### src/svpm_pkg.sv
`timescale 1ns / 1ps
package svpm_pkg;

    localparam int VOICES_DEF      = 128;
    localparam int NOTES_DEF       = 128;
    localparam int STORE_DEPTH_DEF = 65536;
    localparam int SAMPLE_BITS_DEF = 16;

    localparam int LEN_W = 21;

    localparam logic [1:0] MODE_ON   = 2'd0;
    localparam logic [1:0] MODE_OFF  = 2'd1;
    localparam logic [1:0] MODE_TICK = 2'd2;
    localparam logic [1:0] MODE_LOAD = 2'd3;

    typedef struct packed {
        logic [1:0]         mode;
        logic [6:0]         note;
        logic [31:0]        start_time;
        logic [15:0]        sample_addr;
        logic signed [15:0] sample_value;
        logic               block_end;
    } item_t;

    typedef struct packed {
        logic pop;
        logic tick_done;
    } back_stat_t;

endpackage

### src/svpm_if.sv
`timescale 1ns / 1ps
interface svpm_cmd_if;
    logic               valid;
    logic               ready;
    logic [1:0]         mode;
    logic [6:0]         note;
    logic [31:0]        start_time;
    logic [15:0]        sample_addr;
    logic signed [15:0] sample_value;
    logic               block_end;

    modport source (output valid, mode, note, start_time, sample_addr, sample_value,
                    block_end, input ready);
    modport sink (input valid, mode, note, start_time, sample_addr, sample_value,
                  block_end, output ready);
endinterface


### src/svpm_front.sv
`timescale 1ns / 1ps
module svpm_front #(
    parameter int NOTES = svpm_pkg::NOTES_DEF
) (
    input  logic            clk,
    input  logic            rst_n,
    svpm_cmd_if.sink        cmd,
    input  logic            pop,
    output logic            q_valid,
    output svpm_pkg::item_t q_item
);

    logic [6:0] note_tab [128];
    svpm_pkg::item_t q_reg [2];
    logic       wp_reg, wp_next;
    logic       rp_reg, rp_next;
    logic [1:0] cnt_reg, cnt_next;
    logic       push;
    svpm_pkg::item_t in_item;

    // note reduction table, constant
    for (genvar g = 0; g < 128; g++)
    begin : g_note
        assign note_tab[g] = 7'(g % NOTES);
    end

    assign cmd.ready = (cnt_reg != 2'd2);
    assign push      = cmd.valid && cmd.ready;
    assign q_valid   = (cnt_reg != 2'd0);
    assign q_item    = q_reg[rp_reg];

    always_comb
    begin
        in_item.mode         = cmd.mode;
        in_item.note         = note_tab[cmd.note];
        in_item.start_time   = cmd.start_time;
        in_item.sample_addr  = cmd.sample_addr;
        in_item.sample_value = cmd.sample_value;
        in_item.block_end    = cmd.block_end;
        wp_next  = push ? ~wp_reg : wp_reg;
        rp_next  = pop ? ~rp_reg : rp_reg;
        cnt_next = cnt_reg + {1'b0, push} - {1'b0, pop};
    end

    always_ff @(posedge clk)
    begin
        if (push)
        begin
            q_reg[wp_reg] <= in_item;
        end
    end

    always_ff @(posedge clk or negedge rst_n)
    begin
        if (!rst_n)
        begin
            wp_reg  <= 1'b0;
            rp_reg  <= 1'b0;
            cnt_reg <= 2'd0;
        end
        else
        begin
            wp_reg  <= wp_next;
            rp_reg  <= rp_next;
            cnt_reg <= cnt_next;
        end
    end

endmodule

### src/flat_wrapper.sv
// flat-port wrapper written by rule: the top's interface ports become plain ports
module svpm_front_flat 
#(
    parameter int NOTES = svpm_pkg::NOTES_DEF
)
  (clk, rst_n, pop, q_valid, q_item, cmd_valid, cmd_mode, cmd_note, cmd_start_time, cmd_sample_addr, cmd_sample_value, cmd_block_end, cmd_ready);
  svpm_cmd_if cmd_i ();
  input  logic clk;
  input  logic rst_n;
  input  logic pop;
  output logic q_valid;
  output svpm_pkg::item_t q_item;
  input wire logic [$bits(cmd_i.valid)-1:0] cmd_valid;
  input wire logic [$bits(cmd_i.mode)-1:0] cmd_mode;
  input wire logic [$bits(cmd_i.note)-1:0] cmd_note;
  input wire logic [$bits(cmd_i.start_time)-1:0] cmd_start_time;
  input wire logic [$bits(cmd_i.sample_addr)-1:0] cmd_sample_addr;
  input wire logic [$bits(cmd_i.sample_value)-1:0] cmd_sample_value;
  input wire logic [$bits(cmd_i.block_end)-1:0] cmd_block_end;
  output wire logic [$bits(cmd_i.ready)-1:0] cmd_ready;
  assign cmd_i.valid = cmd_valid;
  assign cmd_i.mode = cmd_mode;
  assign cmd_i.note = cmd_note;
  assign cmd_i.start_time = cmd_start_time;
  assign cmd_i.sample_addr = cmd_sample_addr;
  assign cmd_i.sample_value = cmd_sample_value;
  assign cmd_i.block_end = cmd_block_end;
  assign cmd_ready = cmd_i.ready;
  svpm_front #(.NOTES(NOTES)) u_core (.clk(clk), .rst_n(rst_n), .cmd(cmd_i), .pop(pop), .q_valid(q_valid), .q_item(q_item));
endmodule
### config.mk
export PLATFORM = sky130hd
export DESIGN_NAME = svpm_front_flat
export DESIGN_NICKNAME = d
export VERILOG_FILES = /design/src/svpm_pkg.sv /design/src/svpm_if.sv /design/src/svpm_front.sv /design/src/flat_wrapper.sv
export SDC_FILE = /design/constraint.sdc
export NUM_CORES = 1
export LEC_CHECK = 0
export BUFFER_PORTS_ARGS = -buffer_cell sky130_fd_sc_hd__buf_4
export CAP_MARGIN = 0
export CORE_ASPECT_RATIO = 1.25
export CORE_MARGIN = 2
export CORE_UTILIZATION = 52
export CTS_BUF_LIST = sky130_fd_sc_hd__clkbuf_16
export CTS_CLUSTER_SIZE = 40
export DETAILED_ROUTE_END_ITERATION = 7
export HOLD_SLACK_MARGIN = 0.03
export PLACE_DENSITY = 0.79
export SLEW_MARGIN = 20
export SYNTH_ARGS = -nofsm -noshare
export SYNTH_HDL_FRONTEND = slang
export SYNTH_SLANG_ARGS = --single-unit
### constraint.sdc
create_clock -name clk -period 5.4 [get_ports clk]
set_input_delay 1.35 -clock clk [delete_from_list [all_inputs] [get_ports clk]]
set_output_delay 1.35 -clock clk [all_outputs]
set_load 0.1 [all_outputs]
# After elaboration in Yosys (flattened, before gate mapping)
# Memory sizes are Yosys's and may differ from the RTL's.
# Index checks and enable logic that the tools add are counted.
dict set report word_totals {
  reg_bits 4
  output_inout_bits 76
  rom_bits 896
  input_bits 78
  memories 2
  latchBits 0
  ramBits 148
}
dict set report classes {
  add_sub_neg 2
  muxes 4
  shifts 0
  bitwise 3
  n_mul 0
  magnitude_cmp 1
  n_div 0
  n_reduce_logical 2
  n_eq_ne 1
}
# name words word_bits read_ports rd_ports_with_merged_regs wr line_no
set mem_list {}
lappend mem_list {{(no name shown)} 128 7 1 0 0 svpm_front.sv:35} ;# in_item.note = note_tab[cmd.note];
lappend mem_list {u_core.q_reg 2 74 1 0 1 svpm_front.sv:14} ;# svpm_pkg::item_t q_reg [2];
# operator n
set ops {}
lappend ops {{two-way mux 7 bit} 2}
lappend ops {{greater-or-equal comparator 8 bit (second input constant)} 1}
lappend ops {{NOT 7 -> 8 bit} 1}
lappend ops {{adder 2 x 1 -> 2 bit} 1}
lappend ops {{two-way mux 1 bit} 2}
lappend ops {{!= test 2 bit (second input constant)} 1}
lappend ops {{NOT 1 bit} 2}
lappend ops {{nonzero test 2 bit} 1}
lappend ops {{subtractor 2 x 1 -> 2 bit} 1}
lappend ops {{logical AND 1 bit} 1}

# Logic depth before layout (Yosys ltp)
# Gate-level depths: netlist (run 1).
dict set report depth {
  ltp_word 4
  mapped_depth 5
}

# Least setup slack after synthesis (run 1)
# OpenSTA, ideal clock, no wires.
dict set report synth_path {
  kind {input to register}
  from {input port cmd_valid}
  to {memory u_core.q_reg[0][0] in the netlist's numbering, enable pin}
  setup_slack_ns 0.296
  arrival_time_ns 4.597
  setup_ns 0.507
  n_path_buf 0
  stages 2
  path_cell_list {nand2_1 -> nor2_1}
}
dict set report synth_via {
  elab_chain_len 3
}
# element line_no
set synth_lines {}
lappend synth_lines {{start, declared} flat_wrapper.sv:13} ;# input wire logic [$bits(cmd_i.valid)-1:0] cmd_valid;
lappend synth_lines {{logical AND 1 bit} svpm_front.sv:28} ;# assign push = cmd.valid && cmd.ready;
lappend synth_lines {{two-way mux 1 bit} svpm_front.sv:47} ;# if (push)
lappend synth_lines {{two-way mux 1 bit (implied by the code)} svpm_front.sv:49} ;# q_reg[wp_reg] <= in_item;
lappend synth_lines {{end, declared} svpm_front.sv:14}
# Every way passes these cells.

==> impl_metrics.json, run 1 <==
{
  "cts_tree": "yes",
  "areaGrowthSynthToFinish_pct": 32.8,
  "worst-path-stages": 3,
  "nFillCells": 680,
  "grt_overflow_total": 0,
  "route.detailed.drc": 0,
  "cts_setup_buffers": 0,
  "vias": 2779,
  "path_class": "register to primary output",
  "slew_headroom_pct": 29.7,
  "worst_slew_pin_slew_ps": 1060,
  "cts_root_buffer": "clkbuf_16",
  "fin_crit_sh_pct": 71.6,
  "wl_per_cell_microns": 18.3,
  "synth_compound_area_share_pct": 0,
  "die_area_sq_um": 11900,
  "yosys.area_share.adder_pct": 0.218,
  "htreeDepth": 4,
  "ioPinCount": 154,
  "syn_area_per_cell_sq_um": 23.1,
  "dp_hpwl_microns": 6790,
  "finalSetupTns_ps": 0,
  "layout_commonest_cell": "buf_4",
  "crit_fanout": 64,
  "r2r_slack_ps": 3200,
  "syn_inst": 248,
  "layout_common_cells": "156 x buf_4, 148 x edfxtp_1, 50 x mux2_4, 24 x mux2_2, 17 x clkbuf_16",
  "cts_hold_buf": 0,
  "endpoint": "q_item[41]",
  "grt_pass1_vias": 2964,
  "start_kind": "register",
  "antenna_cells": 0,
  "avgViaCountPerCell": 4.96,
  "slowest_delay_ps": 1130,
  "syn-cell-area_sq_um": 5740,
  "layout.nets": 494,
  "die_w_microns": 98.0,
  "clk_latency_ps": 400,
  "clk_pin_slew_ps": 60,
  "drv_cap": 0,
  "antenna_found_initial": 0,
  "slowest_stage": "dfrtp_4",
  "end_kind": "primary output",
  "core-area_sq_um": 10700,
  "reg2reg_to": "u_core.q_reg[0][9]",
  "grt_start_max_net_pins": 75,
  "hold_viol_final": 0,
  "crit_family": "flip-flops",
  "drtAntennaViolNets": 0,
  "slew_violations": 0,
  "skew_ps": 5.72,
  "synth_xor_xnor_area_share_pct": 0.610,
  "cp_data_arrival_time_ps": 2520,
  "cts_resized": 0,
  "hold_class": "register to register",
  "synth-seq-cells": 152,
  "gp_congestion": 0.700,
  "fp.dieH_microns": 121,
  "clockBufferDepth": 2,
  "critical_path_buf_inv_count": 2,
  "crit_start": "u_core.rp_reg",
  "cts_buffers": 17,
  "synthMuxAreaShare_pct": 18.0,
  "reg2reg_depth": 4,
  "grt.total_usage_pct": 17.1,
  "synth_top_family_by_area": "multiplexers",
  "yosysSeqAreaShare_pct": 79.2,
  "rsz0062_at_grt": "no",
  "synth_fp_nets": 327,
  "ys_warn_count": 0,
  "clock-sinks": 152,
  "portBuffers": 153,
  "synth.distinct_cells": 17,
  "required_ps": 4050,
  "r2r_start": "u_core.cnt_reg[1]",
  "fmax_ghz": 0.259,
  "dr.pass1.iters": 4,
  "min_period_ps": 3870,
  "synth.area.top_cells": "edfxtp_1 77%, mux2_4 13%, mux2_2 4.7%",
  "rows": 42,
  "initial_core_util_pct": 53.8,
  "largest_register_ffs": 148,
  "crit_chain": "buf_4 -> mux2_4 -> buf_4",
  "outcome": "finished, final reports clean",
  "path_common_cell": "buf_4",
  "synth-simple-area-share_pct": 0.632,
  "drive_gt1_share_pct": 61.4,
  "netlist.area_leader.share_pct": 77.4,
  "synth_top_cell_by_area": "edfxtp_1",
  "setup_viol": 0,
  "grt_pass1_wl_microns": 15100,
  "routed_wl_microns": 10200,
  "drtIter0Drc": 131
}
## final cells by class
cell class	count	area [sq um]	area share, %
inverter	1	3.75	0.0492
timing repair buffer	156	1170	15.4
clock buffer	17	425	5.58
tap	132	165	2.17
sequential	152	4550	59.6
clock inverter	15	185	2.43
multi-input combinational	87	1130	14.8
## Yosys cell counts (all sizes together)
cell and count:
buf 8, mux2 74, and3 1, xnor2 2, edfxtp 148, inv 1
nand2 2, nor2 1, or2 1, nor2b 1, dfrtp 4, nand2b 1
xor2 2, mux2i 1, ha 1
## worst min-delay path by stage
stage                   from             to  slack [ps]  cells after the start
3_3_place_gp   u_core.wp_reg  u_core.wp_reg         540                      1
3_5_place_dp   u_core.wp_reg  u_core.wp_reg         570                      1
2_1_floorplan  u_core.wp_reg  u_core.wp_reg         460                      1
6_report       u_core.wp_reg  u_core.wp_reg         580                      1
4_1_cts        u_core.wp_reg  u_core.wp_reg         580                      1
5_1_grt        u_core.wp_reg  u_core.wp_reg         590                      1
## stage by stage
stage / cell area (sq um) / worst slack [ps] / util [%] / hold slack, ps / std cells
2_1_floorplan: 5740 / 296 / - / 461 / 248
3_3_place_gp: 7020 / 1980 / 65.8 / 538 / 528
3_5_place_dp: 7020 / 1930 / 65.8 / 573 / 528
4_1_cts: 7630 / 1490 / 71.5 / 582 / 560
5_1_grt: 7630 / 1420 / 71.5 / 589 / 560
6_report: 7630 / 1530 / 71.5 / 578 / 560
## logic make-up (layout without fill, tap and decap cells)
group / Yosys count / count (layout)
XOR/XNOR: 4 / 4
flip-flops: 152 / 152
AND/OR/NAND/NOR: 7 / 7
adder cells (fa/ha/maj): 1 / 1
buffers and inverters: 9 / 189
multiplexers: 75 / 75
## layer usage
metal	up-vias	GRT usage (%)	wire (microns)
met5	-	0	0
met4	0	5.47	107
met3	10	6.80	703
met2	92	30.1	5720
met1	1362	19.1	3710
li1	1315	-	-
Power of run 1 is not shown: default switching activity piles up to over one toggle a cycle in this logic, so the estimate is an artifact.
==> inputs of run 2 (changes only) <==
--- a/config.mk
+++ b/config.mk
@@ -5,16 +5,17 @@
 export SDC_FILE = /design/constraint.sdc
 export NUM_CORES = 1
 export LEC_CHECK = 0
+export ABC_AREA = 1
 export BUFFER_PORTS_ARGS = -buffer_cell sky130_fd_sc_hd__buf_4
 export CAP_MARGIN = 0
 export CORE_ASPECT_RATIO = 1.25
 export CORE_MARGIN = 2
-export CORE_UTILIZATION = 52
+export CORE_UTILIZATION = 47
 export CTS_BUF_LIST = sky130_fd_sc_hd__clkbuf_16
 export CTS_CLUSTER_SIZE = 40
 export DETAILED_ROUTE_END_ITERATION = 7
 export HOLD_SLACK_MARGIN = 0.03
-export PLACE_DENSITY = 0.79
+export PLACE_DENSITY = 0.75
 export SLEW_MARGIN = 20
 export SYNTH_ARGS = -nofsm -noshare
 export SYNTH_HDL_FRONTEND = slang
==> constraint.sdc (replaced) <==
create_clock -name clk -period 3.3 [get_ports clk]
set_input_delay 0.825 -clock clk [delete_from_list [all_inputs] [get_ports clk]]
set_output_delay 0.825 -clock clk [all_outputs]
set_load 0.1 [all_outputs]
==> run 2 against run 1 <==
Compared with the run above:
- final cell count is 8.4% higher
- hold slack got worse by 370 ps
- setup slack worse by 1100 ps
- clock skew up 4.8 ps
- routed wire length fell by 1.1%
- non-clock buffer count grew 4
- critical path depth unchanged
- via count rose by 4.8%
- global-route usage fell by 1.4 points
- cell area up 1.8%
- synthesized cell count grew 4.4%
- first-iteration DRC count rose by 24%
- critical path type unchanged
- largest cell class unchanged
- highest routed layer unchanged
==> impl_metrics.json, run 2 <==
{
  "cts_tree": "yes",
  "required_ps": 2470,
  "synthArstFlopShare_pct": 2.63,
  "route.detailed.drc": 0,
  "vias": 2912,
  "slew_headroom_pct": 59.0,
  "hold_class": "input port to asynchronous set/reset pin",
  "worst_slew_pin_slew_ps": 613,
  "core-area_sq_um": 12000,
  "dp_cells": 575,
  "nFillCells": 882,
  "drtIter0Drc": 163,
  "synth.distinct_cells": 13,
  "antenna_cells": 0,
  "syn_inst": 259,
  "portBuffers": 153,
  "yosysSeqAreaShare_pct": 78.9,
  "synth_edf_count": 148,
  "skew_ps": 10.6,
  "avgViaCountPerCell": 4.80,
  "critical_path_buf_inv_count": 2,
  "crit_fanout": 24,
  "crit_chain": "buf_4 -> mux2_2 -> buf_4",
  "grt_overflow_total": 0,
  "final.setup.worst_slack_ps": 434,
  "cts_buffers": 17,
  "grt_start_max_net_pins": 35,
  "cp_data_arrival_time_ps": 2040,
  "die_area_sq_um": 13200,
  "antenna_found_initial": 0,
  "clock-sinks": 152,
  "areaGrowthSynthToFinish_pct": 34.8,
  "pre_cts_ws_ps": 824,
  "synth_ff_type": "edfxtp_1",
  "die_w_microns": 103,
  "outcome": "finished, final reports clean",
  "slew_violations": 0,
  "rows": 45,
  "cts_resized": 0,
  "largest_register_ffs": 148,
  "crit_family": "flip-flops",
  "layout_common_cells": "154 x buf_4, 148 x edfxtp_1, 50 x mux2_4, 24 x mux2_2, 17 x clkbuf_16",
  "fmax_ghz": 0.349,
  "layout_commonest_cell": "buf_4",
  "slowest_stage": "dfrtp_4",
  "grt_pass1_wl_microns": 15200,
  "cts_hold_buf": 0,
  "slowest_delay_ps": 730,
  "synth_most_common_cell": "edfxtp_1",
  "drtAntennaViolNets": 0,
  "ioPinCount": 154,
  "setup_viol": 0,
  "grt.total_usage_pct": 15.7,
  "htreeDepth": 4,
  "rsz0062_at_grt": "no",
  "seq_area_sq_um": 4550,
  "clockBufferDepth": 2,
  "path_common_cell": "buf_4",
  "whs_ps": 207,
  "cts_setup_buffers": 0,
  "drive_gt1_share_pct": 60.3,
  "synth_top_cell_by_area": "edfxtp_1",
  "routed_wl_microns": 10100,
  "synth.area.top_cells": "edfxtp_1 77%, mux2_4 13%, mux2_2 4.7%",
  "instances_no_fill": 607,
  "ys_warn_count": 0,
  "multi_input_area_sq_um": 1130,
  "syn_area_per_cell_sq_um": 22.2,
  "gp_congestion": 0.733,
  "synth_fp_nets": 338,
  "start_kind": "register",
  "syn-cell-area_sq_um": 5760,
  "dp_hpwl_microns": 6980,
  "synth-seq-cells": 152,
  "clk_pin_slew_ps": 60,
  "yosys-top-cells-count": "148 x edfxtp_1, 50 x mux2_4, 24 x mux2_2",
  "cts_root_buffer": "clkbuf_16",
  "dr.pass1.iters": 4,
  "grt_pass1_vias": 3112,
  "clk_latency_ps": 410,
  "netlist.area_leader.share_pct": 77.2,
  "layout.nets": 509,
  "initial_core_util_pct": 47.8,
  "min_period_ps": 2870,
  "hold_viol_final": 0,
  "path_class": "register to primary output",
  "fin_crit_sh_pct": 86.9,
  "fp.dieH_microns": 128,
  "wl_per_cell_microns": 16.7,
  "end_kind": "primary output",
  "drv_cap": 0
}
-- run 2: cell types whose count changed in the layout (fill, tap and decap cells not counted), sizes merged, moves of 3 or more --
cell,before,now
nor2,1,4
nand2,2,8
inv,2,10
buf,156,160
-- run 2: final cells by class --
class                           instances  area share, %
Timing Repair Buffer                  160           16.4
Tap cell                              164           2.64
Clock buffer                           17           5.48
Multi-Input combinational cell         92           14.5
Clock inverter                         15           1.98
Inverter                                7          0.339
Sequential cell                       152           58.6
-- run 2: layer usage --
layer	global-route usage [%]	routed length, microns
met3	5.29	637
met5	0	0
met1	16.8	3610
met2	27.8	5640
met4	6.81	231
-- run 2: worst register-to-register path: stages, from the launching register on --
cell and delay [ps]:
dfrtp_1 410, nand2_1 140, nand2_1 170, nor2_4 520
buf_12 300
-- run 2: cells by family (layout without fill, tap and decap cells) --
kind of cell / Yosys count / in the layout / synth area share (%)
AOI/OAI and AO/OA: 1 / 1 / 0.0868
xor gates and xnor gates: 2 / 2 / 0.304
adders and majority gates: 1 / 1 / 0.217
buffers and inverters: 15 / 199 / 1.80
DFF: 152 / 152 / 78.9
muxes: 74 / 74 / 17.7
and+or+nand+nor: 14 / 14 / 0.956
-- run 2: stage by stage --
stage	utilization [%]	cell area, sq um	TNS [ps]
global route	64.4	7760	0
detailed placement	59.6	7180	0
floorplan	-	5760	-67940
CTS	64.4	7760	0
finish	64.4	7760	0
global placement	59.6	7180	0
-- run 2: final timing paths --
kind	cells after the start	start	to	slack, ps
worst max-delay path	3	u_core.rp_reg	q_item[60]	430
worst min-delay path	1	rst_n	u_core.cnt_reg[0]	210
worst max register to register	4	u_core.cnt_reg[1]	u_core.q_reg[0][26]	1430
worst min register to register	2	u_core.wp_reg	u_core.wp_reg	600
max in group asynchronous	1	rst_n	u_core.rp_reg	2970
min in group clk	2	u_core.wp_reg	u_core.wp_reg	600
Power of run 2 is left out for the same reason.
